`config.mk`:
```
export PLATFORM = sky130hd
export DESIGN_NAME = swm_cell
export DESIGN_NICKNAME = d
export VERILOG_FILES = /design/src/rtl/swm_pkg.sv /design/src/rtl/swm_cell.sv
export SDC_FILE = /design/constraint.sdc
export NUM_CORES = 1
export LEC_CHECK = 0
export BUFFER_PORTS_ARGS = -buffer_cell sky130_fd_sc_hd__buf_2
export CAP_MARGIN = 20
export CELL_PAD_IN_SITES_DETAIL_PLACEMENT = 0
export CELL_PAD_IN_SITES_GLOBAL_PLACEMENT = 1
export CORE_MARGIN = 2
export CORE_UTILIZATION = 30
export CTS_BUF_LIST = sky130_fd_sc_hd__clkbuf_4
export DETAILED_ROUTE_END_ITERATION = 6
export PLACE_DENSITY_LB_ADDON = 0.1
export SYNTH_ARGS = -nofsm -noshare
export SYNTH_HDL_FRONTEND = slang
export SYNTH_SLANG_ARGS = --single-unit
```
`constraint.sdc`:
```
create_clock -name clk -period 2.93 [get_ports clk]
set_input_delay 0.879 -clock clk [delete_from_list [all_inputs] [get_ports clk]]
set_output_delay 0.879 -clock clk [all_outputs]
set_load 0.005 [all_outputs]
```
`src/rtl/swm_pkg.sv`:
```
package swm_pkg;

	// Default depth of the window and width of one sample.
	localparam int WINDOW_MAX = 64;
	localparam int SAMPLE_BITS = 16;

	// Width of the window size register and its value after reset.
	localparam int CFG_W = 7;
	localparam int SIZE_RESET = 3;

	// What a cell shows its neighbors: whether it holds a sample and whether
	// that sample is greater than the incoming one (an empty cell counts as greater).
	typedef struct packed {
		logic vld;
		logic gt;
	} nbr_t;

endpackage

```
`src/rtl/swm_cell.sv`:
```
// One place of the sorted window. The cells together keep the window in
// ascending order, empty cells at the high end. On every word a cell takes
// its new content from itself or a neighbor: the oldest sample drops out,
// the ones above it slide down one place, and the new sample goes in at its rank.
module swm_cell #(
	parameter int VAL_W = swm_pkg::SAMPLE_BITS,
	parameter int AGE_W = 6
) (
	input  logic               clk,
	input  logic               arst_n,
	input  logic               upd,
	input  logic               clr,
	input  logic [VAL_W-1:0]   smp,
	input  logic [AGE_W-1:0]   age_last,
	input  logic               dl_prv,
	input  logic               dl_self,
	input  swm_pkg::nbr_t      prv,
	input  logic [VAL_W-1:0]   prv_val,
	input  logic [AGE_W-1:0]   prv_age,
	input  swm_pkg::nbr_t      nxt,
	input  logic [VAL_W-1:0]   nxt_val,
	input  logic [AGE_W-1:0]   nxt_age,
	output swm_pkg::nbr_t      own,
	output logic               del,
	output logic [VAL_W-1:0]   val_q,
	output logic [AGE_W-1:0]   age_q
);

	logic             vld_q;
	swm_pkg::nbr_t    r_cur;
	logic [VAL_W-1:0] r_cur_val;
	logic [AGE_W-1:0] r_cur_age;
	swm_pkg::nbr_t    r_prv;
	logic [VAL_W-1:0] r_prv_val;
	logic [AGE_W-1:0] r_prv_age;
	logic             n_vld;
	logic [VAL_W-1:0] n_val;
	logic [AGE_W-1:0] n_age;

	// Flags shown to the neighbors and to the delete search.
	assign own.vld = vld_q;
	assign own.gt = !vld_q || (val_q > smp);
	assign del = vld_q && (age_q == age_last);

	// Contents after the oldest sample is taken out: above the deleted place
	// everything has moved down by one.
	always_comb begin
		if (dl_self) begin
			r_cur = nxt;
			r_cur_val = nxt_val;
			r_cur_age = nxt_age;
		end else begin
			r_cur = own;
			r_cur_val = val_q;
			r_cur_age = age_q;
		end
		if (dl_prv) begin
			r_prv = own;
			r_prv_val = val_q;
			r_prv_age = age_q;
		end else begin
			r_prv = prv;
			r_prv_val = prv_val;
			r_prv_age = prv_age;
		end
	end

	// Insertion of the new sample at the first place whose content is greater.
	always_comb begin
		priority if (!r_cur.gt) begin
			n_vld = r_cur.vld;
			n_val = r_cur_val;
			n_age = r_cur_age + AGE_W'(1);
		end else if (!r_prv.gt) begin
			n_vld = 1'b1;
			n_val = smp;
			n_age = '0;
		end else begin
			n_vld = r_prv.vld;
			n_val = r_prv_val;
			n_age = r_prv_age + AGE_W'(1);
		end
	end

	// Occupancy flag; a size write empties the window.
	always_ff @(posedge clk or negedge arst_n) begin
		if (!arst_n) begin
			vld_q <= 1'b0;
		end else if (clr) begin
			vld_q <= 1'b0;
		end else if (upd) begin
			vld_q <= n_vld;
		end
	end

	// Sample value and its age in words.
	always_ff @(posedge clk) begin
		if (upd) begin
			val_q <= n_val;
			age_q <= n_age;
		end
	end

endmodule

```
# Word level (Yosys, flattened, before mapping)
# Cells that the tools add are included.
[totals] input_bits=76 word_cells=31 ff_bits=23 out_inout_bits=25
[classes] n_addsub=2 reduce_logical=8 order_cmp=1 mux=14 n_eq_ne=3
[ops] cell="$mux W16" n=4
[ops] cell="$mux W6" n=4
[ops] cell="$gt A16 B16 Y1" n=1
[ops] cell="$add A6 B1 Y6 const B" n=2
[ops] cell="$eq A6 B6 Y1" n=1
[ops] cell="$reduce_and A3 Y1" n=2
[ops] cell="$mux W1" n=4
[ops] cell="$mux W2" n=2
[ops] cell="$ne A4 B4 Y1 const B" n=1
[ops] cell="$reduce_bool A2 Y1" n=2
[ops] cell="$ne A3 B3 Y1 const B" n=1
[ops] cell="$reduce_bool A3 Y1" n=1
[ops] cell="$logic_and A1 B1 Y1" n=1
[ops] cell="$logic_not A1 Y1" n=1
[ops] cell="$logic_or A1 B1 Y1" n=1

# Logic depth before layout (Yosys ltp)
# Gate-level depths: netlist (run 1).
[logic_depth] depth_word=7 mapped_depth=11 ltp_nobuf=9

# Worst setup path before layout (run 1)
# No wires, ideal clock.
[synth_path] kind="input to output" startpoint="input smp[15]" endpoint="output own[0] in the netlist's numbering" arrival_ns=2.167 t_required_ns=2.051 n_path_buf=0 path_slack_ns=-0.116 stages=7 path_cell_list="inv_1 -> ha_1 -> nand4_2 -> nor4_2 -> a21bo_1 -> nand3_1 -> and2_1"
[synth_rtl] item="start, declared" line="swm_cell.sv:13" rtl="input logic [VAL_W-1:0] smp,"
[synth_rtl] item="end, declared" line="swm_cell.sv:23" rtl="output swm_pkg::nbr_t own,"

==> metrics.yaml, run 1 <==
outcome:
  status: "finished with violations"
  violations: "negative setup slack"
global_route:
  antenna_found_initial: 0
  grt_pass1_wl_mm: 8.93
  grt_max_degree: 21
  grt_pass1_vias: 1887
  globalRouteTotalUtil_pct: 15.1
  overflow: 0
setup_path:
  path_buf_inv: 3
  path_delay_family: "simple AND/OR/NAND/NOR gates"
  path_max_fanout: 2
  required_ps: 2050
  end_kind: "output port"
  cp_cell_sequence: "buf_8 > inv_4 > ha_4 > nand4_1 > nor4_4 > a21bo_1 > nand3_2 > and2_4 > buf_6"
  critPathMaxStageDelay_ps: 300
  startpoint_type: "input port"
  crit_slowest_cell: "nor4_4"
  criticalPathCategory: "in2out"
  cp.arrival_ps: 2260
min_path:
  hold_class: "in2async"
synthesis:
  netlist_top_cells_count: "a21oi_1 (24), edfxtp_1 (22), mux2i_1 (22)"
  ys_types: 41
  netlist_top_cells_area: "edfxtp_1 (33%), ha_1 (11%), mux2i_1 (11%)"
  synth_edf_count: 22
  ys.flop_type: "edfxtp_1"
  yosysMostFrequentCell: "a21oi_1"
  synth_cells: 213
  yosysSeqAreaShare_pct: 34.0
  yosys.area.top_type: "edfxtp_1"
  yosys_warnings: 0
  synth.avg_cell_area_sq_um: 9.46
  syn_nets: 307
  synth-seq-cells: 23
  postSynth.asyncResetShare_pct: 4.35
  synth_area_sq_um: 2010
  synth.top_cell.area_share_pct: 32.8
cts:
  cts.reportedPaths.clkPinSlew_ps: 140
  cts-root-buf: "clkbuf_4"
  ctsLongestPathBuffers: 2
  insertion_delay_ps: 320
  h-tree-depth: 1
  cts_tree: "built"
  cts.sinks: 23
  numCtsBuffers: 3
sta:
  finalSetupTns_ps: -206
  period_share_pct: 107
  rsz0062_at_grt: "true"
  setup_violations: 1
  tightestPinTransition_ps: 285
  slew-limit-headroom_pct: 80.5
  finalWorstSetupSlack_ps: -206
  period_needed_ps: 3140
  fmax_mhz: 319
  finalMaxSlewViolations: 0
  hold_viol: 0
  fin_skew_ps: 4.07
placed_design:
  io_buffers: 100
  hpwlAfterDp_mm: 4.50
  place.gp.congestion: 0.822
drt:
  dr.pass1.iters: 4
  ant_nets: 0
  drc: 0
  viasPerCell: 4.86
  drt-initial-drc-count: 46
  via_count: 1949
  wl_mm: 5.55
  wire_per_inst_um: 13.8
layout:
  fillers: 651
  multi_input_area_sq_um: 1340
  n_antenna_cell: 0
  syn_to_final_growth_pct: 47.3
  nets: 419
  seqCellArea_sq_um: 686
  drive_above_1_share_pct: 47.5
power:
  leakagePower_nw: 1.40
  ir_drop_v: 0.000196
  p_per_area_nw_per_um2: 345
  p_total_w: 0.00102
flow_run:
  maxCapViolations: 0
die:
  start_util_pct: 31.4
  core_area_sq_um: 6420
  num_rows: 29
  pin_count: 101
  die_area_sq_um: 7390
  die_h_um: 85.9
  die_x_um: 85.9
metal layers:
| layer | wire [um] | up-vias | global-route usage [%] |
|---|---|---|---|
| li1 | - | 997 | - |
| met1 | 2630 | 889 | 21.0 |
| met2 | 2580 | 61 | 24.7 |
| met3 | 316 | 2 | 3.56 |
| met4 | 24 | 0 | 1.73 |
| met5 | 0 | - | 0 |
placed cells by master, fill, tap and decap left out, types with 3 or more instances in the layout:
cell	instances
buf_2	92
a21oi_1	23
mux2i_1	22
edfxtp_1	22
nor2_1	19
inv_1	12
buf_4	12
nand2_1	10
ha_4	9
ha_1	9
xnor2_1	7
xor2_1	7
nand3_1	6
inv_2	5
o21ai_0	5
mux2_2	5
o22ai_1	5
buf_6	5
inv_4	4
nor3_1	4
buf_12	4
nor2b_1	3
nand4_1	3
clkbuf_4	3
buf_8	3
logic make-up (layout without fill, tap and decap cells):
family	count (synthesis)	count (layout)	share of synthesized area [%]
adder cells (fa/ha/maj)	18	18	11.2
XOR/XNOR	14	14	6.09
AO/OA/AOI/OAI	47	47	14.7
multiplexers	27	27	13.7
buffers and inverters	30	141	7.02
AND/OR/NAND/NOR	54	54	13.2
flip-flops	23	23	34.0
path summary, 6_finish.rpt:
path / startpoint / to / slack (ps) / cells after the start
min in group clk: clr / vld_q$_DFFE_PN0P_ / 690 / 2
min: arst_n / vld_q$_DFFE_PN0P_ / 300 / 1
max in group asynchronous: arst_n / vld_q$_DFFE_PN0P_ / 2550 / 1
max: smp[5] / own[0] / -210 / 9
min reg2reg: vld_q$_DFFE_PN0P_ / vld_q$_DFFE_PN0P_ / 800 / 3
max reg2reg: val_q[6]$_DFFE_PP_ / val_q[5]$_DFFE_PP_ / 370 / 9
sequential cells by signal, indices dropped and copies added, names as in the netlist:
signal,flops
vld_q,1
val_q,16
age_q,6
layout make-up:
class | instances | share of cell area (%)
inverter | 21 | 2.99
multi-input combinational | 160 | 45.1
sequential | 23 | 23.1
clock buffer | 3 | 0.759
tap | 77 | 3.25
clock inverter | 1 | 0.169
timing repair buffer | 116 | 24.7
where the power goes:
group / leakage (nW) / total, W / internal [W] / switching, W
clock: 0.0177 / 0.000158 / 0.0000511 / 0.000107
sequential: 0.224 / 0.000442 / 0.000408 / 0.0000340
combinational: 1.16 / 0.000423 / 0.000225 / 0.000198
total: 1.40 / 0.00102 / 0.000684 / 0.000339
through the flow:
step                instances  cell area [sq um]  util (%)  hold slack, ps  setup slack [ps]
CTS                       401               2890      45.0             291              -265
global route              401               2970      46.2             280              -292
finish                    401               2970      46.2             300              -206
floorplan                 213               2040         -             583              6.12
detailed placement        394               2720      42.4             660              -339
global placement          394               2720      42.4             657              -307
repair_timing:
item / CTS / global route
pin swaps: 9 / 8
hold buffers: 0 / 0
setup buffers: 3 / 0
gates resized for setup: 20 / 16
setup endpoints to repair: 1 / 1
Note: power is estimated with default switching activity, not from simulation.
==> run 2, diff against run 1 <==
BUFFER_PORTS_ARGS = default   (was -buffer_cell sky130_fd_sc_hd__buf_2)
DONT_BUFFER_PORTS = 1   (was default)
MAX_ROUTING_LAYER = met4   (was default)
==> run 2 against run 1 <==
Against the previous run:
- maximum frequency grew 5.6%
- the run still ends with negative setup slack left
- core utilization shrank 8.5 points
- sequential share of layout area grew 5.2 points
- sequential cell count is the same
- power shrank 8.3%
- register-to-register slack lost 190 ps
- final cell count shrank 25%
- first-iteration DRC count shrank 46%
- critical endpoint unchanged
- critical path depth shrank 2
- clock power grew 5%
- final area shrank 18%
==> metrics.yaml, run 2 (synthesis results as in run 1) <==
outcome:
  violations: "negative setup slack"
  status: "finished with violations"
drt:
  wl_mm: 5.34
  met1_length_mm: 2.06
  wl_met3_um: 514
  drt-initial-drc-count: 25
  via_count: 1631
  ant_nets: 0
  top_layer_used: "met3"
  wire_per_inst_um: 17.7
  dr.pass1.iters: 4
  drc: 0
  wl_met2_mm: 2.76
  viasPerCell: 5.40
cts:
  cts_tree: "built"
  insertion_delay_ps: 330
  cts.sinks: 23
  cts.reportedPaths.clkPinSlew_ps: 150
  h-tree-depth: 1
  cts-root-buf: "clkbuf_4"
  numCtsBuffers: 3
  ctsLongestPathBuffers: 2
die:
  num_rows: 29
  die_h_um: 85.9
  die_x_um: 85.9
  pin_count: 101
  core_area_sq_um: 6420
  die_area_sq_um: 7390
  start_util_pct: 31.4
setup_path:
  startpoint_type: "input port"
  required_ps: 2050
  path_max_fanout: 4
  end_kind: "output port"
  cp_cell_sequence: "inv_1 > ha_4 > nand4_4 > nor4_4 > a21bo_1 > nand3_2 > and2_4"
  r2r_cells: 12
  crit_slowest_cell: "ha_4"
  cp.arrival_ps: 2090
  criticalPathCategory: "in2out"
  critPathMaxStageDelay_ps: 290
global_route:
  globalRouteTotalUtil_pct: 14.6
  grt_pass1_wl_mm: 8.36
  grt_max_degree: 27
  overflow: 0
  grt_pass1_vias: 1761
  antenna_found_initial: 0
power:
  p_per_area_nw_per_um2: 387
  ir_drop_v: 0.000178
  leakagePower_nw: 0.980
layout:
  fin_area_sq_um: 2420
  drive_above_1_share_pct: 25.3
  top_regs: "val_q (16), age_q (6), vld_q (1)"
  final_cell_mix: "a21oi_1 (23), mux2i_1 (22), edfxtp_1 (22), nor2_1 (19), buf_4 (14)"
  nets: 320
  largest_reg_flops: 16
  regMostFlops: "val_q"
  n_antenna_cell: 0
  fillers: 645
  syn_to_final_growth_pct: 20.2
  layout_commonest_cell: "a21oi_1"
placed_design:
  placed_cell_area_sq_um: 2190
  io_buffers: 0
  hpwlAfterDp_mm: 4.21
  place.gp.congestion: 0.800
  pre_cts_ws_ps: -146
min_path:
  hold_class: "in2async"
sta:
  finalWorstSetupSlack_ps: -40.4
  setup_violations: 1
  rsz0062_at_grt: "true"
  tightestPinTransition_ps: 328
  period_needed_ps: 2970
  finalMaxSlewViolations: 0
  hold_viol: 0
  slew-limit-headroom_pct: 77.9
  fmax_mhz: 337
  fin_skew_ps: 7.40
  period_share_pct: 101
flow_run:
  maxCapViolations: 0
run 2: cell count changes in the layout (fill, tap and decap cells not counted), sizes merged:
cell	before	now
clkinv	1	0
buf	116	17
clkinvlp	0	1
run 2: what timing repair did:
action / in CTS / in global routing
hold endpoints to repair: 0 / 0
setup buffers: 4 / 2
setup endpoints to repair: 1 / 1
hold buffers: 0 / 0
pin swaps: 8 / 8
gates resized for setup: 20 / 4
run 2: layer usage:
| layer | track usage [%] | vias to the layer above |
|---|---|---|
| li1 | - | 800 |
| met2 | 26.3 | 74 |
| met5 | - | - |
| met4 | 2.16 | 0 |
| met1 | 15.8 | 757 |
| met3 | 5.00 | 0 |
run 2: final cells by class:
cell class,count,area (sq um),area share (%)
inverters,21,78.8,3.25
multi-input cells,160,1370,56.4
repair buffers,17,165,6.82
clock buffers,3,22.5,0.930
clock inverters,1,7.51,0.310
well taps,77,96.3,3.98
flip-flops and latches,23,686,28.3
run 2: power breakdown:
group	switching [W]	internal (W)
Sequential	0.0000455	0.000408
Combinational	0.000154	0.000163
Clock	0.000114	0.0000522
Total	0.000314	0.000624
run 2: worst paths after layout:
check                               startpoint                   to  slack [ps]
max                                    smp[15]               own[0]         -40
min                                     arst_n    vld_q$_DFFE_PN0P_         220
max reg2reg                val_q[14]$_DFFE_PP_  val_q[14]$_DFFE_PP_         180
min reg2reg                  vld_q$_DFFE_PN0P_    vld_q$_DFFE_PN0P_         740
max in group asynchronous               arst_n    vld_q$_DFFE_PN0P_        2650
min in group clk                           clr    vld_q$_DFFE_PN0P_         590
run 2: critical path, delay by kind of cell:
family	cells	cell delay [ps]
AO/OA/AOI/OAI	1	260
adder cells (fa/ha/maj)	1	290
buffers and inverters	1	50
AND/OR/NAND/NOR	4	610
run 2: metrics by stage:
| step | utilization (%) | setup TNS (ps) | hold slack (ps) | power (W) | std cells |
|---|---|---|---|---|---|
| after detailed placement | 34.2 | -3420 | 583 | 0.000735 | 292 |
| final | 37.7 | -40.4 | 221 | 0.000938 | 302 |
| after floorplan | - | 0 | 583 | 0.000658 | 213 |
| after global placement | 34.2 | -1600 | 583 | 0.000730 | 292 |
| after global routing | 37.7 | -70.6 | 192 | 0.00101 | 302 |
| after CTS | 37.4 | -32.5 | 205 | 0.000949 | 300 |
